[src/yuv_tpg_pkg.sv]
// Shared types and constants of the YUV 4:2:0 test pattern generator.
// No dependencies; every other file of the block imports this package.
package yuv_tpg_pkg;

  localparam int DIM_W     = 13;  // width of the frame size registers
  localparam int OUT_POS_W = 12;  // reported column and row width
  localparam int SAMPLE_W  = 8;
  localparam int FRAME_W   = 30;
  localparam int PLANE_W   = 2;
  localparam int CFG_IDX_W = 1;
  localparam int DIV_W     = 32;  // dividend width of the shared divider

  localparam logic [PLANE_W-1:0] PLANE_Y  = 2'd0;
  localparam logic [PLANE_W-1:0] PLANE_CB = 2'd1;
  localparam logic [PLANE_W-1:0] PLANE_CR = 2'd2;

  localparam logic [CFG_IDX_W-1:0] REG_FRAME_WIDTH  = 1'd0;
  localparam logic [CFG_IDX_W-1:0] REG_FRAME_HEIGHT = 1'd1;

  localparam int DEFAULT_DIM = 2;
  localparam int LUMA_BASE   = 16;
  localparam int LUMA_MOD    = 220;
  localparam int CHROMA_FULL = 255;
  localparam int CHROMA_MID  = 128;

  // The luma ramp value divided by 220 is its upper 30 bits divided by 55.
  // For any 30-bit n, n / 55 equals (n * LUMA_RECIP) >> LUMA_RECIP_SHIFT,
  // where LUMA_RECIP is 2^36 / 55 rounded up.
  localparam int               LUMA_RECIP_W     = 31;
  localparam int               LUMA_PROD_W      = 61;
  localparam int               LUMA_RECIP_SHIFT = 36;
  localparam logic [LUMA_RECIP_W-1:0] LUMA_RECIP = 31'd1249445032;

  // Controller to datapath.
  typedef struct packed {
    logic start;     // a beat is accepted on the input channel
    logic step;      // one divider iteration
    logic load_out;  // copy the finished result into the output register
  } tpg_cmd_t;

  // Datapath to controller.
  typedef struct packed {
    logic no_div;    // the sample is finished after a single step
  } tpg_sts_t;

endpackage

[src/yuv_tpg_ctrl.sv]
// Controller of the test pattern generator: handshakes and divider sequencing.
// Depends on yuv_tpg_pkg for the command and status types.
module yuv_tpg_ctrl (
  input  logic                  clk,
  input  logic                  rst_n,
  input  logic                  in_valid,
  output logic                  in_stall,
  output logic                  out_valid,
  input  logic                  out_stall,
  input  yuv_tpg_pkg::tpg_sts_t sts,
  output yuv_tpg_pkg::tpg_cmd_t cmd
);
  import yuv_tpg_pkg::*;

  localparam int CNT_W = $clog2(DIV_W);

  typedef enum logic [1:0] {S_IDLE, S_DIVIDE, S_HOLD} state_t;

  state_t             state_r, state_nxt;
  logic [CNT_W-1:0]   cnt_r, cnt_nxt;
  logic               out_valid_r, out_valid_nxt;
  logic               out_free;

  assign in_stall  = (state_r != S_IDLE);
  assign out_valid = out_valid_r;
  assign out_free  = !out_valid_r || !out_stall;

  always_comb begin
    state_nxt    = state_r;
    cnt_nxt      = cnt_r;
    cmd.start    = 1'b0;
    cmd.step     = 1'b0;
    cmd.load_out = 1'b0;
    case (state_r)
      S_IDLE: begin
        if (in_valid) begin
          cmd.start = 1'b1;
          state_nxt = S_DIVIDE;
        end
      end
      S_DIVIDE: begin
        cmd.step = 1'b1;
        if (sts.no_div || cnt_r == CNT_W'(DIV_W - 1)) begin
          cnt_nxt   = '0;
          state_nxt = S_HOLD;
        end else begin
          cnt_nxt = cnt_r + CNT_W'(1);
        end
      end
      S_HOLD: begin
        if (out_free) begin
          cmd.load_out = 1'b1;
          state_nxt    = S_IDLE;
        end
      end
      default: begin
        cnt_nxt   = '0;
        state_nxt = S_IDLE;
      end
    endcase
  end

  // The output register stays full while the far side stalls it.
  assign out_valid_nxt = cmd.load_out || (out_valid_r && out_stall);

  always_ff @(posedge clk) begin
    if (!rst_n) begin
      state_r     <= S_IDLE;
      cnt_r       <= '0;
      out_valid_r <= 1'b0;
    end else begin
      state_r     <= state_nxt;
      cnt_r       <= cnt_nxt;
      out_valid_r <= out_valid_nxt;
    end
  end

  a_no_overwrite: assert property (@(posedge clk) disable iff (!rst_n)
    cmd.load_out |-> (!out_valid_r || !out_stall))
    else $error("result loaded over a beat that is still stalled");

  a_accept_blocks: assert property (@(posedge clk) disable iff (!rst_n)
    cmd.start |=> (in_stall && !cmd.load_out))
    else $error("input not blocked after an accepted beat");

  a_cnt_idle: assert property (@(posedge clk) disable iff (!rst_n)
    (state_r != S_DIVIDE) |-> (cnt_r == '0))
    else $error("iteration count left nonzero outside the divide phase");

  a_valid_source: assert property (@(posedge clk) disable iff (!rst_n)
    $rose(out_valid_r) |-> ($past(state_r) == S_HOLD))
    else $error("output became valid without a finished result");

endmodule

[config.mk]
export PLATFORM = sky130hd
export DESIGN_NAME = yuv_tpg_ctrl
export DESIGN_NICKNAME = d
export VERILOG_FILES = /design/src/yuv_tpg_pkg.sv /design/src/yuv_tpg_ctrl.sv
export SDC_FILE = /design/constraint.sdc
export NUM_CORES = 1
export LEC_CHECK = 0
export BUFFER_PORTS_ARGS = -buffer_cell sky130_fd_sc_hd__buf_4
export CAP_MARGIN = 25
export CORE_AREA = 2 2 39 41
export CTS_CLUSTER_SIZE = 28
export DETAILED_ROUTE_END_ITERATION = 6
export DIE_AREA = 0 0 41 43
export PLACE_DENSITY = 0.63
export SLEW_MARGIN = 20
export SYNTH_ARGS = -nofsm -noshare
export SYNTH_HDL_FRONTEND = slang
export SYNTH_SLANG_ARGS = --single-unit
[constraint.sdc]
create_clock -name clk -period 4.4 [get_ports clk]
set_input_delay 0.22 -clock clk [delete_from_list [all_inputs] [get_ports clk]]
set_output_delay 0.22 -clock clk [all_outputs]
set_load 0.03 [all_outputs]
; ---- Word level (Yosys, flattened, before mapping)
; Cells that the tools add are included.
[totals]
out_inout_bits = 5
elab_cells = 31
regBits = 8
in_bits = 5
[classes]
eq_ne = 6
add_sub_neg = 1
mux = 11
reduce_logical = 10
[ops]
columns = operator, count
row1 = $pmux 5 s2, 1
row2 = $mux 2, 3
row3 = $ne 2x2->1 const B, 3
row4 = $pmux 2 s3, 1
row5 = $add 5x1->5 const B, 1
row6 = $eq 5x5->1 const B, 1
row7 = $mux 1, 5
row8 = $mux 5, 1
row9 = $logic_or 1x1->1, 3
row10 = $reduce_and 3->1, 1
row11 = $eq 2x1->1 const B, 1
row12 = $eq 2x2->1 const B, 1
row13 = $logic_not 1->1, 2
row14 = $logic_not 2->1, 1
row15 = $reduce_bool 2->1, 1
row16 = $reduce_or 2->1, 1
row17 = $logic_and 1x1->1, 1

; ---- Depth between registers and ports, before layout
; Gate-level depths: netlist of the first run.
[depth]
depth_word = 5
depth_mapped = 6
depth_no_buf = 6

; ---- Worst setup path after synthesis of the first run
; Ideal clock, no wire load.
[synth_timing]
path_kind = register -> register
from = register cnt_r[0]
to = register cnt_r[2]
stages_incl_launch_ff = 7
arrival_ns = 1.741
path_slack_ns = 2.599
setup_ns = 0.060
path_cell_list = dfxtp_1 -> ha_1 -> and3_1 -> ha_1 -> or4b_4 -> o211ai_2 -> and3b_1
[synth_via]
elab_chain_len = 4
[synth_rtl]
columns = element, line
row1 = "start, declared", yuv_tpg_ctrl.sv:20  ; logic [CNT_W-1:0] cnt_r, cnt_nxt;
row2 = "start signal, assigned", yuv_tpg_ctrl.sv:73  ; cnt_r <= cnt_nxt;
row3 = "parallel branches: the longest is 2 deep, another holds $add 5x1->5", -
row4 = $mux 5 *, yuv_tpg_ctrl.sv:43  ; if (sts.no_div || cnt_r == CNT_W'(DIV_W - 1)) begin
row5 = $pmux 5 s2 *, yuv_tpg_ctrl.sv:34  ; case (state_r)
; Every way passes the cells marked *.
; A chain may end at the register's enable or synchronous reset.

; ---- Worst setup path in the final report of the first run
; Ends and elaborated chain as after synthesis.

==> out/metrics.csv, run 1 <==
metric,value,unit
status,finished clean,
standard-cell rows,14,
gpl congestion,0.657,
total number of vias,329,
Syn. warnings,0,
dpl cells,66,
Worst Setup Start Kind,flop,
cts bufs inserted,3,
clk_skew,0.00519,ns
Final Hold Fails,0,
GRT Total Usage,10.1,%
r2r setup slk,2.50,ns
asr flop ratio synth,0,%
"commonest non-fill, non-tap cell in the layout",buf_4,
drt total wl,722,µm
Port Buffers,9,
CTS Hold Bufs,0,
final core utilization,37.7,%
WP data required,4.60,ns
CTS max path bufs,2,
ANT cells,0,
Crit. End Element,flop,
period utilization,43.1,%
unrepaired setup endpoints after global routing,false,
critical-path maximum fanout,4,
CP Class,flop to flop,
remaining antenna violation count,0,
Hold Crit Class,primary input to flop,
CP Data Arrival Time,2.10,ns
DP HPWL,539,µm
Die Wd,41,µm
Die Span Y,43,µm
Die ar.,1760,µm²
worst flop-to-flop path startpoint,cnt_r[0],
"Seq/Total Area, Yosys",38.2,%
routed vias/inst,4.77,
DRT Pass-1 Iters,4,
PD cells,301,nW/µm²
"commonest non-fill, non-tap cells in the layout","9 x buf_4, 8 x dfxtp_1, 5 x a21oi_1, 3 x clkbuf_4",
vias in the first global route,275,
largest net degree at the start of global routing,11,
#FFs+latches synth,8,
Peak supply drop,0.128,mV
CTS resizes,0,
Fillers,141,
Post-synth EDFFs,0,
syn nets,49,
Worst Tran Pin Value,0.389,ns
Final #Nets,62,
Sink Count,8,
Critical Path Sink,cnt_r[2],
R2R cell count,6,
reg2reg end,cnt_r[2],
Mapped Cells,42,
layout cells sized above 1,32.1,%
non-filler instance count after layout,69,
max_slew headroom,73.9,%
grt ovf,0,
CTS tree,yes,
Final min period,1.90,ns
Yosys cell types,26,
first-pass GRT wire length,1170,µm
CORE AREA,1380,µm²
FMAX,0.527,GHz
# setup viols final,0,
Worst-Skew Late Latency,0.25,ns
CTS Root Cell,clkbuf_4,
Post-Syn Area,419,µm²
antenna violations before repair,0,
Area Overhead vs Synth,24.5,%
Final TNS setup,0,ns
initial drt markers,4,
Leakage,0.229,nW
DRC,0,
"Slew Viols, Final",0,
initial core utilization,30.3,%
Setup Buffers After CTS,0,
WL/cell,10.5,µm
clock-pin transition on the worst setup and hold timing paths,0.06,ns
Max Cap Viol,0,
Post-synth top flop,dfxtp_1,
Worst Setup SP,cnt_r[0],
Ports,10,
Post-Syn Area per Cell,9.98,µm²
worst hold slack,0.232,ns
htree depth,1,
Pwr Total,0.157,mW
## sequential cells by signal (all words and copies together) (netlist names)
name       cells
cnt_r          5
state_r        2
out_valid      1
## per-stage QoR
step	area, µm²	setup slack (ns)
after floorplan	419	2.60
after global placement	499	2.53
after detailed placement	499	2.51
after CTS	522	2.50
after global routing	522	2.34
final	522	2.50
## critical path: stages (launching register included)
cell and delay, ns:
dfxtp_1 0.34, ha_1 0.24, and3_1 0.19, ha_1 0.23
or4b_4 0.54, o211ai_2 0.13, and3b_1 0.16
## worst min-delay path by stage
| stage | from | endpoint | depth (start not counted) |
|---|---|---|---|
| after floorplan | rst_n | state_r[0] | 1 |
| after global placement | rst_n | state_r[0] | 2 |
| after detailed placement | rst_n | state_r[0] | 2 |
| after CTS | rst_n | state_r[0] | 2 |
| after global routing | rst_n | state_r[0] | 2 |
| final | rst_n | state_r[0] | 2 |
## metal layers
| layer | global-route usage [%] | vias up | share of wire (%) |
|---|---|---|---|
| met5 | 0 | - | 0 |
| met4 | 10.0 | 0 | 0 |
| met3 | 2.09 | 0 | 7.5 |
| met2 | 11.3 | 12 | 43 |
| met1 | 14.6 | 142 | 50 |
| li1 | - | 175 | - |
## power breakdown
part           internal (mW)  switching (mW)  leakage, nW  total [mW]
clock                 0.0312          0.0248       0.0138      0.0560
sequential            0.0744         0.00306       0.0649      0.0774
combinational         0.0117          0.0120        0.151      0.0237
total                  0.117          0.0399        0.229       0.157
## cell families (layout without fill, tap and decap cells)
group	Yosys count	in the layout	synth area share [%]
AND/OR/NAND/NOR	18	18	33.1
AO/OA/AOI/OAI	11	11	17.6
flip-flops	8	8	38.2
adder cells (fa/ha/maj)	2	2	5.97
buffers and inverters	2	13	2.69
multiplexers	1	1	2.39
## final cells by class
cell class                      instances  area, µm²  share of cell area [%]
Multi-Input combinational cell         32        248                    47.5
Sequential cell                         8        160                    30.7
Timing Repair Buffer                    9       67.6                    12.9
Clock buffer                            3       22.5                    4.32
Tap cell                               16       20.0                    3.84
Inverter                                1       3.75                   0.719
## synthesized netlist by cell type, types with 2 or more instances
cell type | count | area share [%]
nand2_1 | 2 | 1.8
and2b_1 | 2 | 3.6
ha_1 | 2 | 6.0
a21oi_1 | 5 | 6.0
nor2b_1 | 2 | 3.0
a21boi_0 | 2 | 3.6
dfxtp_1 | 8 | 38
Power figures use the tool's default switching activity.
==> inputs of run 2 (changes only) <==
==> constraint.sdc (replaced) <==
create_clock -name clk -period 1.8 [get_ports clk]
set_input_delay 0.09 -clock clk [delete_from_list [all_inputs] [get_ports clk]]
set_output_delay 0.09 -clock clk [all_outputs]
set_load 0.03 [all_outputs]
==> run 2 against run 1 <==
Compared with the run above:
- hold slack worse by 0.14 ns
- setup slack worse by 2.4 ns
- combinational power grew to 2.7 times the previous value
- maximum frequency is 8.7% higher
- clock power grew to 2.6 times the previous value
- highest routed layer is now met4
- sequential share of layout area is 2.2 points lower
==> out/metrics.csv, run 2 (same netlist as run 1, synthesis figures left out) <==
metric,value,unit,change
routed vias/inst,4.92,,was 4.77
antenna violations before repair,0,,unchanged
vias in the first global route,306,,was 275
clock power share,36.1,%,was 35.6%
critical path's slowest cell,or4b_4,,unchanged
Leakage,0.244,nW,was 0.229 nW
Final TNS setup,0,ns,unchanged
Final #Nets,66,,was 62
CTS max path bufs,2,,unchanged
Max Cap Viol,0,,unchanged
Worst-Skew Late Latency,0.25,ns,about the same
first-pass GRT wire length,1270,µm,was 1170 µm
status,finished clean,,unchanged
gpl congestion,0.617,,was 0.657
Die ar.,1760,µm²,unchanged
drt total wl,845,µm,was 722 µm
Biggest register,cnt_r,,unchanged
FMAX,0.573,GHz,was 0.527 GHz
worst hold slack,0.0930,ns,was 0.232 ns
Die Span Y,43,µm,unchanged
grt ovf,0,,unchanged
Ports,10,,unchanged
"commonest non-fill, non-tap cells in the layout","13 x buf_4, 7 x dfxtp_1, 5 x a21oi_1, 3 x clkbuf_4",,"was 9 x buf_4, 8 x dfxtp_1, 5 x a21oi_1, 3 x clkbuf_4"
layout cells sized above 1,43.9,%,was 32.1%
dpl cells,68,,was 66
Port Buffers,9,,unchanged
Worst path max stage delay,0.49,ns,was 0.54 ns
PD cells,687,nW/µm²,was 301 nW/µm²
Peak supply drop,0.178,mV,was 0.128 mV
initial drt markers,4,,unchanged
Hold Crit Class,primary input to flop,,unchanged
Crit. End Element,flop,,unchanged
DRC,0,,unchanged
final core utilization,41.6,%,was 37.7%
switching power,0.105,mW,was 0.0399 mW
standard-cell rows,14,,unchanged
Comb power frac,16.2,%,was 15.1%
CTS Root Cell,clkbuf_4,,unchanged
Sink Count,8,,unchanged
"Cell Chain, Critical Path",ha_2 -> and3_4 -> ha_4 -> or4b_4 -> o211ai_2 -> and3b_1,,was ha_1 -> and3_1 -> ha_1 -> or4b_4 -> o211ai_2 -> and3b_1
cts bufs inserted,3,,unchanged
remaining antenna violation count,0,,unchanged
unrepaired setup endpoints after global routing,false,,unchanged
"Slew Viols, Final",0,,unchanged
clk_skew,0.000279,ns,was 0.00519 ns
Reg power frac,47.7,%,was 49.3%
period utilization,96.9,%,was 43.1%
initial core utilization,30.3,%,unchanged
htree depth,1,,unchanged
CP Class,flop to flop,,unchanged
CP Data Arrival Time,1.95,ns,was 2.10 ns
Worst Tran Pin Value,0.322,ns,was 0.389 ns
WL/cell,11.6,µm,was 10.5 µm
Area Overhead vs Synth,37.3,%,was 24.5%
sw frac,26.6,%,was 25.4%
max FFs per register,5,,unchanged
total number of vias,359,,was 329
ANT cells,0,,unchanged
WP data required,2.00,ns,was 4.60 ns
Die Wd,41,µm,unchanged
critical-path maximum fanout,3,,was 4
Finished Cell Area,576,µm²,was 522 µm²
CORE AREA,1380,µm²,unchanged
clock-pin transition on the worst setup and hold timing paths,0.06,ns,about the same
Worst Path Buf+Inv,0,,unchanged
CTS tree,yes,,unchanged
max_slew headroom,78.5,%,was 73.9%
Area after DPL,517,µm²,was 499 µm²
# setup viols final,0,,unchanged
"commonest non-fill, non-tap cell in the layout",buf_4,,unchanged
"CP delay by family, top",simple AND/OR/NAND/NOR gates,,unchanged
Internal,0.290,mW,was 0.117 mW
non-filler instance count after layout,73,,was 69
largest net degree at the start of global routing,11,,unchanged
Worst Setup Start Kind,flop,,unchanged
Final min period,1.74,ns,was 1.90 ns
DRT Pass-1 Iters,2,,was 4
Final Hold Fails,0,,unchanged
DP HPWL,568,µm,was 539 µm
GRT Total Usage,10.9,%,was 10.1%
run 2: changes by cell type in the layout (fill, tap and decap cells not counted):
| cell | change |
|---|---|
| ha_4 | +1 |
| dfxtp_1 | -1 |
| dfxtp_4 | +1 |
| ha_2 | +1 |
| and3_1 | -1 |
| buf_4 | +4 |
| and3_4 | +1 |
| ha_1 | -2 |
run 2: area by class of cell:
type                       count  area, µm²
sequential                     8        164
clock buffer                   3       22.5
timing repair buffer          13       97.6
inverter                       1       3.75
tap                           16       20.0
multi-input combinational     32        268
fill                         139        808
run 2: path summary, 6_finish.rpt:
kind	startpoint	end	slack [ns]	cells past startpoint
min	rst_n	state_r[0]	0.09	2
max	cnt_r[0]	cnt_r[2]	0.06	6
min reg2reg	out_valid	out_valid	0.51	2
max reg2reg	cnt_r[0]	cnt_r[2]	0.06	6
run 2: through the flow:
stage | power, mW | setup WS [ns]
6_report | 0.396 | 0.0552
5_1_grt | 0.418 | 0.0171
4_1_cts | 0.397 | 0.0294
3_5_place_dp | 0.253 | -0.00970
3_3_place_gp | 0.253 | 0.00493
2_1_floorplan | 0.229 | 0.0343
run 2: repair_timing:
item / in CTS / in global routing
endpoints found under the setup margin: 1 / 2
buffers inserted: 0 / 2
hold buffers: 0 / 0
pin swaps: 0 / 3
cloned: 0 / 0
resized for setup: 3 / 2
run 2: per-layer routing:
metal	up-vias	routed length (µm)	global-route usage (%)
met5	-	0	0
met1	165	375	13.6
met4	0	14	10.0
met2	7	421	15.0
met3	2	33	1.57
li1	185	-	-
run 2: power by group through the flow:
stage                     clock (mW)  combinational (mW)  sequential, mW
after floorplan                    0              0.0397           0.189
after global placement             0              0.0601           0.193
after detailed placement           0              0.0602           0.193
after CTS                      0.147              0.0605           0.190
after global routing           0.160              0.0692           0.189
final                          0.143              0.0641           0.189
==> inputs of run 3 (changes only) <==
--- a/config.mk
+++ b/config.mk
@@ -12,6 +12,7 @@
 export DETAILED_ROUTE_END_ITERATION = 6
 export DIE_AREA = 0 0 41 43
 export PLACE_DENSITY = 0.63
+export RECOVER_POWER = 25
 export SLEW_MARGIN = 20
 export SYNTH_ARGS = -nofsm -noshare
 export SYNTH_HDL_FRONTEND = slang
==> run 3 against run 2 <==
Compared with the run above:
- maximum frequency stayed put
- hold slack is the same
- total power fell by 0.50%
- flip-flop and latch count unchanged
- critical endpoint unchanged
- highest routed layer unchanged
==> out/metrics.csv, run 3 (same netlist as run 1, synthesis figures left out) <==
metric,value,unit,change
R2R cell count,6,,unchanged
status,finished clean,,unchanged
initial drt markers,4,,unchanged
vias in the first global route,306,,unchanged
"commonest non-fill, non-tap cell in the layout",buf_4,,unchanged
first-pass GRT wire length,1270,µm,unchanged
Final min period,1.74,ns,unchanged
min-delay src,rst_n,,unchanged
Die ar.,1760,µm²,unchanged
Worst Setup Start Kind,flop,,unchanged
DP HPWL,568,µm,unchanged
initial core utilization,30.3,%,unchanged
htree depth,1,,unchanged
clk_skew,0.000279,ns,unchanged
Ports,10,,unchanged
max FFs per register,5,,unchanged
antenna violations before repair,0,,unchanged
period utilization,96.9,%,unchanged
Port Buffers,9,,unchanged
worst hold slack,0.0930,ns,unchanged
final core utilization,41.0,%,was 41.6%
CORE AREA,1380,µm²,unchanged
r2r setup slk,0.06,ns,about the same
routed vias/inst,4.92,,unchanged
Max Cap Viol,0,,unchanged
largest net degree at the start of global routing,11,,unchanged
Hold Crit Class,primary input to flop,,unchanged
standard-cell rows,14,,unchanged
Leakage,0.235,nW,was 0.244 nW
Hold Path Stages,2,,unchanged
Final #Nets,66,,unchanged
non-filler instance count after layout,73,,unchanged
Final TNS setup,0,ns,unchanged
dpl cells,68,,unchanged
worst flop-to-flop path startpoint,cnt_r[0],,unchanged
CTS Root Cell,clkbuf_4,,unchanged
"Worst Setup Slack, final",0.0552,ns,unchanged
PD cells,693,nW/µm²,was 687 nW/µm²
clock-pin transition on the worst setup and hold timing paths,0.06,ns,about the same
WL/cell,11.6,µm,about the same
ANT cells,0,,unchanged
Worst Tran Pin Value,0.367,ns,was 0.322 ns
# setup viols final,0,,unchanged
FMAX,0.573,GHz,unchanged
Final Hold Fails,0,,unchanged
remaining antenna violation count,0,,unchanged
CP Class,flop to flop,,unchanged
"commonest non-fill, non-tap cells in the layout","11 x buf_4, 7 x dfxtp_1, 5 x a21oi_1, 3 x clkbuf_4",,"was 13 x buf_4, 7 x dfxtp_1, 5 x a21oi_1, 3 x clkbuf_4"
gpl congestion,0.617,,unchanged
CTS max path bufs,2,,unchanged
Crit. End Element,flop,,unchanged
setup slack at placement,-0.00970,ns,unchanged
grt ovf,0,,unchanged
Die Wd,41,µm,unchanged
Die Span Y,43,µm,unchanged
drt total wl,844,µm,was 845 µm
Peak supply drop,0.177,mV,was 0.178 mV
total number of vias,359,,unchanged
GRT Total Usage,10.9,%,unchanged
reg2reg end,cnt_r[2],,unchanged
CP Data Arrival Time,1.95,ns,about the same
WP data required,2.00,ns,about the same
CTS tree,yes,,unchanged
max_slew headroom,75.6,%,was 78.5%
Hold Crit Endpoint,state_r[0],,unchanged
Sink Count,8,,unchanged
CTS Hold Bufs,0,,unchanged
Area Overhead vs Synth,35.5,%,was 37.3%
DRC,0,,unchanged
cts bufs inserted,3,,unchanged
"Slew Viols, Final",0,,unchanged
layout cells sized above 1,40.4,%,was 43.9%
unrepaired setup endpoints after global routing,false,,unchanged
DRT Pass-1 Iters,2,,unchanged
Biggest register,cnt_r,,unchanged
Worst-Skew Late Latency,0.25,ns,about the same
critical-path maximum fanout,3,,unchanged
## run 3: cell types whose count changed in the layout (fill, tap and decap cells not counted)
cell,before,now
buf_4,13,11
clkbuf_1,0,2
## run 3: critical path: stages (launching register included)
cell and delay (ns):
dfxtp_4 0.35, ha_2 0.18, and3_4 0.19, ha_4 0.17, or4b_4 0.49, o211ai_2 0.16, and3b_1 0.16
## run 3: repair_timing
action,CTS,global route
gates resized for setup,3,2
setup endpoints to repair,1,2
pin swaps,0,3
setup buffers,0,2
## run 3: worst max-delay path by stage
| stage | startpoint | to | slack, ns | cells past startpoint |
|---|---|---|---|---|
| CTS | cnt_r[0] | cnt_r[2] | 0.03 | 6 |
| global placement | cnt_r[0] | cnt_r[2] | 0.005 | 6 |
| finish | cnt_r[0] | cnt_r[2] | 0.06 | 6 |
| detailed placement | cnt_r[0] | cnt_r[2] | -0.01 | 6 |
| global route | cnt_r[0] | cnt_r[2] | 0.02 | 6 |
| floorplan | cnt_r[0] | cnt_r[2] | 0.03 | 6 |
## run 3: report_power, final
part	internal, mW	total [mW]	leakage [nW]	switching, mW
sequential	0.181	0.189	0.0656	0.00752
clock	0.0767	0.143	0.0138	0.0662
combinational	0.0308	0.0621	0.156	0.0313
total	0.289	0.394	0.235	0.105
## run 3: layout make-up
class | count | area [µm²]
Clock buffer | 3 | 22.5
Fill cell | 140 | 816
Sequential cell | 8 | 164
Timing Repair Buffer | 13 | 90.1
Tap cell | 16 | 20.0
Multi-Input combinational cell | 32 | 268
Inverter | 1 | 3.75
## run 3: routing by layer
layer / up-vias / wire, µm / GRT usage (%)
met2: 7 / 422 / 15.0
met4: 0 / 14 / 10.0
li1: 185 / - / -
met1: 165 / 372 / 13.6
met3: 2 / 35 / 1.57
met5: - / 0 / 0
## run 3: stage by stage
| step | cell area [µm²] | power [mW] |
|---|---|---|
| final | 568 | 0.394 |
| after global routing | 568 | 0.416 |
| after CTS | 556 | 0.397 |
| after detailed placement | 517 | 0.253 |
| after global placement | 517 | 0.253 |
| after floorplan | 422 | 0.229 |
